## src/rtl/bba_pkg.sv

```systemverilog
// Shared types, constants and codes of the bitmap best-fit allocator.
package bba_pkg;

  localparam int MAP_BITS    = 1024;
  localparam int WORD_BITS   = 8;
  localparam int MAP_WORDS   = MAP_BITS / WORD_BITS;
  localparam int WORD_AW     = $clog2(MAP_WORDS);
  localparam int BIT_AW      = $clog2(WORD_BITS);
  localparam int POS_W       = $clog2(MAP_BITS);
  localparam int ADDR_W      = 10;
  localparam int LEN_W       = 11;
  localparam int OP_W        = 2;
  localparam int IN_TDATA_W  = 24;
  localparam int OUT_TDATA_W = 40;

  typedef logic [WORD_BITS-1:0] word_t;
  typedef logic [WORD_AW-1:0]   waddr_t;
  typedef logic [POS_W-1:0]     pos_t;
  typedef logic [ADDR_W-1:0]    addr_t;
  typedef logic [LEN_W-1:0]     len_t;

  typedef enum logic [OP_W-1:0] {
    OP_SET    = 2'd0,
    OP_QUERY  = 2'd1,
    OP_SEARCH = 2'd2,
    OP_CLEAR  = 2'd3
  } op_t;

  typedef enum logic [1:0] {
    ST_IDLE,
    ST_RMW,
    ST_SCAN,
    ST_DONE
  } state_t;

  typedef struct packed {
    logic init;
    logic step;
    logic alloc;
  } scan_ctl_t;

endpackage

```

## src/rtl/bba_map_ram.sv

```systemverilog
// Allocation bitmap memory with per-word valid bits for instant clearing.
module bba_map_ram (
  input  logic           clk,
  input  logic           rst,
  input  logic           clear_all,
  input  logic           we,
  input  bba_pkg::waddr_t waddr,
  input  bba_pkg::word_t  wdata,
  input  logic           re,
  input  bba_pkg::waddr_t raddr,
  output bba_pkg::word_t  rdata
);
  import bba_pkg::*;

  word_t                mem [MAP_WORDS];
  logic [MAP_WORDS-1:0] valid;
  word_t                rd_q;
  logic                 rd_valid;

  always_ff @(posedge clk) begin
    if (rst || clear_all) begin
      valid <= '0;
    end else if (we) begin
      valid[waddr] <= 1'b1;
    end
  end

  always_ff @(posedge clk) begin
    if (we) begin
      mem[waddr] <= wdata;
    end
  end

  always_ff @(posedge clk) begin
    if (re) begin
      rd_q     <= mem[raddr];
      rd_valid <= valid[raddr];
    end
  end

  assign rdata = rd_valid ? rd_q : '0;

endmodule

```

## src/rtl/bba_scan.sv

```systemverilog
// Free-run tracker that applies the best-fit rule one position per step.
module bba_scan (
  input  logic               clk,
  input  bba_pkg::scan_ctl_t ctl,
  input  bba_pkg::pos_t      pos,
  input  bba_pkg::len_t      need,
  output bba_pkg::pos_t      seg_start,
  output bba_pkg::len_t      seg_length,
  output logic               fit_found
);
  import bba_pkg::*;

  len_t cur_len;
  pos_t cur_start;
  len_t best_len;
  pos_t best_start;
  logic take;

  assign take = (cur_len >= need) && ((cur_len <= best_len) || (best_len == '0));

  always_ff @(posedge clk) begin
    if (ctl.init) begin
      cur_len    <= '0;
      cur_start  <= '0;
      best_len   <= '0;
      best_start <= '0;
    end else if (ctl.step) begin
      if (!ctl.alloc) begin
        cur_len <= cur_len + 1'b1;
      end else begin
        if (take) begin
          best_len   <= cur_len;
          best_start <= cur_start;
        end
        cur_len   <= '0;
        cur_start <= pos + 1'b1;
      end
    end
  end

  assign seg_start  = best_start;
  assign seg_length = best_len;
  assign fit_found  = (best_len != '0) && (best_len >= need);

endmodule

```

## src/rtl/bitmap_best_fit_allocator.sv

```systemverilog
// Top level of the bitmap best-fit allocator: request sequencer and result register.
// One request is handled at a time and each gives exactly one result. Set and query
// read the addressed word, and set then writes it back modified (a read-modify-write);
// clear map goes straight to the result register, and a best-fit search has the scan
// unit walk the bitmap one position per cycle while the next 8-bit word is fetched
// from the map memory in the background. After reset the map reads as all free at
// once. A new request is taken as soon as the previous result is in the output
// register, even if it has not been taken yet.
module bitmap_best_fit_allocator (
  input  logic                              clk,
  input  logic                              rst,
  input  logic                              s_tvalid,
  output logic                              s_tready,
  // address[9:0], bit_value[10], wipe_on_free[11], min_length[22:12], zero[23]
  input  logic [bba_pkg::IN_TDATA_W-1:0]    s_tdata,
  // op[1:0]
  input  logic [bba_pkg::OP_W-1:0]          s_tuser,
  output logic                              m_tvalid,
  input  logic                              m_tready,
  // bit_read[0], seg_start[10:1], seg_length[21:11], fit_found[22],
  // erase_request[23], erase_address[33:24], zero[39:34]
  output logic [bba_pkg::OUT_TDATA_W-1:0]   m_tdata
);
  import bba_pkg::*;

  state_t    state;
  state_t    state_next;
  op_t       op_q;
  addr_t     addr_q;
  logic      bit_q;
  logic      wipe_q;
  len_t      need_q;
  pos_t      pos;
  pos_t      pos_next;
  logic      res_bit_read;
  logic      res_erase;
  logic      accept;
  logic      out_load;
  logic      mem_we;
  word_t     mem_wdata;
  logic      mem_re;
  waddr_t    mem_raddr;
  word_t     mem_rdata;
  logic      clear_all;
  scan_ctl_t scan_ctl;
  pos_t      seg_start;
  len_t      seg_length;
  logic      fit_found;
  addr_t     out_start;
  len_t      out_length;
  logic      out_fit;
  addr_t     out_erase_addr;
  addr_t     in_address;

  assign in_address = s_tdata[ADDR_W-1:0];
  assign s_tready   = (state == ST_IDLE);
  assign accept     = s_tvalid && s_tready;

  bba_map_ram u_ram (
    .clk       (clk),
    .rst       (rst),
    .clear_all (clear_all),
    .we        (mem_we),
    .waddr     (addr_q[BIT_AW +: WORD_AW]),
    .wdata     (mem_wdata),
    .re        (mem_re),
    .raddr     (mem_raddr),
    .rdata     (mem_rdata)
  );

  bba_scan u_scan (
    .clk        (clk),
    .ctl        (scan_ctl),
    .pos        (pos),
    .need       (need_q),
    .seg_start  (seg_start),
    .seg_length (seg_length),
    .fit_found  (fit_found)
  );

  always_ff @(posedge clk) begin
    if (rst) begin
      state <= ST_IDLE;
    end else begin
      state <= state_next;
    end
  end

  always_comb begin
    state_next     = state;
    pos_next       = pos;
    mem_we         = 1'b0;
    mem_wdata      = mem_rdata;
    mem_re         = 1'b0;
    mem_raddr      = in_address[BIT_AW +: WORD_AW];
    clear_all      = 1'b0;
    scan_ctl       = '0;
    out_load       = 1'b0;
    case (state)
      ST_IDLE: begin
        if (accept) begin
          pos_next = '0;
          case (op_t'(s_tuser))
            OP_SET, OP_QUERY: begin
              mem_re     = 1'b1;
              state_next = ST_RMW;
            end
            OP_SEARCH: begin
              mem_re        = 1'b1;
              mem_raddr     = '0;
              scan_ctl.init = 1'b1;
              state_next    = ST_SCAN;
            end
            default: begin
              clear_all  = 1'b1;
              state_next = ST_DONE;
            end
          endcase
        end
      end
      ST_RMW: begin
        if (op_q == OP_SET) begin
          mem_we                           = 1'b1;
          mem_wdata[addr_q[BIT_AW-1:0]]    = bit_q;
        end
        state_next = ST_DONE;
      end
      ST_SCAN: begin
        scan_ctl.step  = 1'b1;
        scan_ctl.alloc = mem_rdata[pos[BIT_AW-1:0]];
        pos_next       = pos + 1'b1;
        if (pos[BIT_AW-1:0] == BIT_AW'(WORD_BITS - 1)) begin
          mem_re    = 1'b1;
          mem_raddr = WORD_AW'(pos[POS_W-1:BIT_AW] + 1'b1);
        end
        if (pos == POS_W'(MAP_BITS - 1)) begin
          state_next = ST_DONE;
        end
      end
      ST_DONE: begin
        if (!m_tvalid || m_tready) begin
          out_load   = 1'b1;
          state_next = ST_IDLE;
        end
      end
      default: begin
        state_next = ST_IDLE;
      end
    endcase
  end

  always_ff @(posedge clk) begin
    pos <= pos_next;
    if (accept) begin
      op_q   <= op_t'(s_tuser);
      addr_q <= in_address;
      bit_q  <= s_tdata[ADDR_W];
      wipe_q <= s_tdata[ADDR_W+1];
      need_q <= s_tdata[ADDR_W+2 +: LEN_W];
    end
  end

  always_ff @(posedge clk) begin
    if (accept) begin
      res_bit_read <= 1'b0;
      res_erase    <= 1'b0;
    end else if (state == ST_RMW) begin
      res_bit_read <= (op_q == OP_QUERY) && mem_rdata[addr_q[BIT_AW-1:0]];
      res_erase    <= (op_q == OP_SET) && wipe_q && !bit_q;
    end
  end

  assign out_start      = (op_q == OP_SEARCH) ? ADDR_W'(seg_start) : '0;
  assign out_length     = (op_q == OP_SEARCH) ? seg_length : '0;
  assign out_fit        = (op_q == OP_SEARCH) && fit_found;
  assign out_erase_addr = res_erase ? addr_q : '0;

  always_ff @(posedge clk) begin
    if (rst) begin
      m_tvalid <= 1'b0;
    end else if (out_load) begin
      m_tvalid <= 1'b1;
    end else if (m_tready) begin
      m_tvalid <= 1'b0;
    end
  end

  always_ff @(posedge clk) begin
    if (out_load) begin
      m_tdata <= {6'b0, out_erase_addr, res_erase, out_fit, out_length, out_start,
                  res_bit_read};
    end
  end

endmodule

```

## config.mk

```make
export PLATFORM = sky130hd
export DESIGN_NAME = bitmap_best_fit_allocator
export DESIGN_NICKNAME = d
export VERILOG_FILES = /design/src/rtl/bba_pkg.sv /design/src/rtl/bba_map_ram.sv /design/src/rtl/bba_scan.sv /design/src/rtl/bitmap_best_fit_allocator.sv
export SDC_FILE = /design/constraint.sdc
export NUM_CORES = 2
export LEC_CHECK = 0
export BUFFER_PORTS_ARGS = -buffer_cell sky130_fd_sc_hd__buf_2
export CAP_MARGIN = 20
export CORE_ASPECT_RATIO = 1.4
export CORE_UTILIZATION = 40
export CTS_CLUSTER_SIZE = 25
export DETAILED_ROUTE_END_ITERATION = 12
export GPL_ROUTABILITY_DRIVEN = 1
export GPL_TIMING_DRIVEN = 0
export HOLD_SLACK_MARGIN = 0.12
export PLACE_DENSITY = 0.66
export SLEW_MARGIN = 10
export SYNTH_ARGS = -nofsm -noshare
export SYNTH_HDL_FRONTEND = slang
export SYNTH_SLANG_ARGS = --single-unit
```

## constraint.sdc

```tcl
create_clock -name clk -period 7.26 [get_ports clk]
set_clock_uncertainty 0.2 [all_clocks]
set_input_delay 0.726 -clock clk [delete_from_list [all_inputs] [get_ports clk]]
set_output_delay 0.726 -clock clk [all_outputs]
set_load 0.05 [all_outputs]
```

==> impl_results.md <==
- Status: complete, no violations
- CTS sink cnt: around 1300
- Synth-to-Final Area Change: 15.1%
- Nature of the critical path startpoint: flip-flop
- Worst-Skew Late Latency: just under 0.8 ns
- Max VDD drop: around 0.00027 V
- Period Utilization, post-route: between 80% and 90%
- Number of flops mapped to enable cells by yosys: around 1100
- Die span in x: about 310 um
- Warnings, synthesis: 0
- Placed inst area: around 55000 sq um
- DP HPWL: ~130 mm
- Final core utilization: 46.3%
- Class of the most critical setup path: flip-flop to flip-flop
- Global-route wire length before repair: 244 mm
- H-tree depth: 3
- Vias/cell: about 6
- Final Cell Area: ~60000 sq um
- Max_slew headroom: between 6 and 7%
- CTS tree: yes
- Clock slew at reported path FFs: ~0.07 ns
- Row count: roughly 160
- R2R Setup Slk: roughly 0.92 ns
- #FFs+latches synth: about 1300
- All-Layer GR Usage: about a quarter
- Hold Path Class: flip-flop to flip-flop
- Gp weighted congestion: between 1 and 1.5
- Detailed-route via count: around 35000
- Port bufs: 64
- Worst r2r src: pos[0]
- Initial Util: between 40% and 50%
- Ys async rst share: 0%
- Unrepaired setup endpoints after global routing: false
- Initial antenna violation count: 3
- Reg2reg end: u_ram.rd_q[4]
- Postcts setup bufs: 0
- Hold path cells: 0
- Leakage: approximately 0.021 uW
- Fin crit period: around 6.3 ns
- Total routed wirelength: roughly 170 mm
- Placed Instances: 5778
- Max FO, Critical Path: 10
- Detail Route Antenna Nets: 0
- DR DRC count: 0
- Synth Area per Inst: 12.9 sq um
- Avg WL per Cell: just under 30 um
- Synth Instances: about 4000
- Root buf cell: clkbuf_16
- Largest net degree at the start of global routing: 42
- Layout cells sized above 1: ~11%
- Synth cell types: 64
- Total grt overflow: 0
- First-pass iteration count of the detailed router: 8
- Nets: 4341
- Sequential fraction of the synthesis area: between 70% and 80%
- Slew @ Worst Pin: around 1.4 ns
- Post-synthesis instance area: ~52000 sq um
- Fmax achieved: 0.158 GHz
- Maximum Capacitance Violations: 0
- Final setup TNS: 0 ns
- Worst Setup End Kind: flip-flop
- Worst Path Arrival: approximately 6.7 ns
- DIE AREA: 131000 sq um
- Clock Tree Buf Depth: 3
- Min-delay src: res_bit_read
- Final Max Slew Viols: 0
- Primary FF master, synth: edfxtp_1
- P per Cell Area: between 300 and 400 nW/um^2
- Starting DRT DRC Count: around 3900
- Setup Viol. Count Final: 0
- Worst reg2reg path depth: 15
- Endpoints failing hold: 0
- Overall Power: 22200 uW
- I/O pin count: 72
- Vias in the first global route: ~35000
- CP required: ~7.6 ns
- Die H: 428 um
- CTS Buf Count: ~120
- Core Box Area: 129000 sq um
- Hold Path Sink: m_tdata[0]
- Post-route insts no fill: ~6000
## Yosys cell counts, types with 9 or more instances
cell,number,area (sq um)
edfxtp_1,1102,33100
nand2_1,827,3100
nand3_1,236,1180
dfxtp_1,175,3500
nor2_1,172,646
a21oi_1,167,836
mux2i_1,145,1450
o21a_1,132,991
clkbuf_1,113,424
buf_2,81,405
o21ai_0,78,390
a211oi_1,70,526
and3_1,65,407
nor3_1,62,310
o22ai_1,55,344
a31oi_1,54,338
a311oi_1,45,394
and2_1,44,275
ha_1,41,513
buf_4,33,248
inv_1,33,124
nor4_1,29,181
o221ai_1,29,254
a22oi_1,25,188
buf_1,16,60.1
nor2b_1,16,100
mux2_2,13,146
o31ai_1,13,97.6
xor2_1,13,114
a21o_1,10,75.1
buf_6,10,113
o211ai_1,10,75.1
a21boi_1,9,67.6
nand4_1,9,56.3
## logic make-up after synthesis
| group | Yosys count | share of synthesized area, % |
|---|---|---|
| other | 1 | 0.00723 |
| flip-flops | 1277 | 70.6 |
| AND/OR/NAND/NOR | 1478 | 12.4 |
| buffers and inverters | 288 | 2.71 |
| adder cells (fa/ha/maj) | 41 | 0.989 |
| AO/OA/AOI/OAI | 733 | 9.57 |
| XOR/XNOR | 20 | 0.338 |
| multiplexers | 169 | 3.46 |
## worst max path at each step
stage	startpoint	endpoint	slack (ns)	depth (start not counted)
after CTS	pos[0]	u_ram.rd_q[4]	1.33	15
after global placement	state[1]	u_ram.mem[82][1]	-9.51	5
after global routing	pos[0]	u_ram.rd_q[4]	1.28	15
after detailed placement	pos[0]	u_ram.rd_q[4]	1.36	15
final	pos[0]	u_ram.rd_q[4]	0.92	15
after floorplan	state[1]	u_ram.mem[0][1]	0.03	5
## layout by cell type, fill, tap and decap left out, types with 15 or more instances in the layout
master,count
ha_1,41
clkinv_2,21
buf_12,16
o21ai_0,70
a211oi_1,70
o21a_1,132
and2_1,44
buf_2,146
o22ai_1,55
o221ai_1,29
buf_4,39
a311oi_1,45
inv_1,33
nor3_1,59
dfxtp_1,175
a22oi_1,25
nor4_1,29
nor2b_1,15
dlygate4sd3_1,27
nor2_1,172
clkbuf_1,140
a21oi_1,167
nand3_1,236
clkbuf_16,119
nand2_1,827
edfxtp_1,1102
buf_16,23
mux2i_1,145
and3_1,65
a31oi_1,54
clkbuf_8,28
buf_1,16
## layout make-up
class                      count  area (sq um)
buffer                       255          1280
tap                         1659          2080
sequential                  1277         36600
inverter                      33           124
clock buffer                 174          3460
fill                       11400         69200
multi-input combinational   2447         14000
timing repair buffer         139          1620
antenna                        1          2.50
clock inverter                50           514
## through the flow
step,setup slack (ns),hold WS [ns]
finish,0.923,0.250
detailed placement,1.36,0.232
global route,1.28,0.262
floorplan,0.0311,0.209
global placement,-9.51,0.224
CTS,1.33,0.250
## critical path, cell delays in order, from the launching register on
cell and delay [ns]:
edfxtp_1 0.56, ha_1 0.32, ha_1 0.26, nor2b_1 0.16, o21ai_1 0.42, and2_4 0.24
buf_6 0.20, buf_6 0.27, buf_4 0.39, buf_2 0.50, nand2_1 0.10, a21oi_1 0.14
nor4_1 0.08, nor3_1 1.11, a22oi_1 0.51, a31oi_1 0.57
## where the power goes
group	switching [uW]	internal, uW
clock	2800	3560
combinational	5110	1870
sequential	136	8690
total	8050	14100
## what timing repair did
item / 4_1_cts / 5_1_grt
endpoints found under the setup margin: 0 / 0
resized for setup: 0 / 0
endpoints found under the hold margin: 28 / 0
hold buffers: 27 / 0
## layer usage
layer	global-route usage, %	routed length [um]
met5	0.148	40
met4	20.5	15600
met3	4.96	14200
met2	44.9	85500
met1	28.2	58900
## registers in the layout, indices dropped and copies added (netlist names), 11 cells and up
signal and count:
u_ram.mem 1024, need_q 11, u_scan.seg_length 11, u_ram.valid 128
u_scan.cur_len 11, m_tdata 34
No activity file was read; power rests on OpenSTA's default activity.
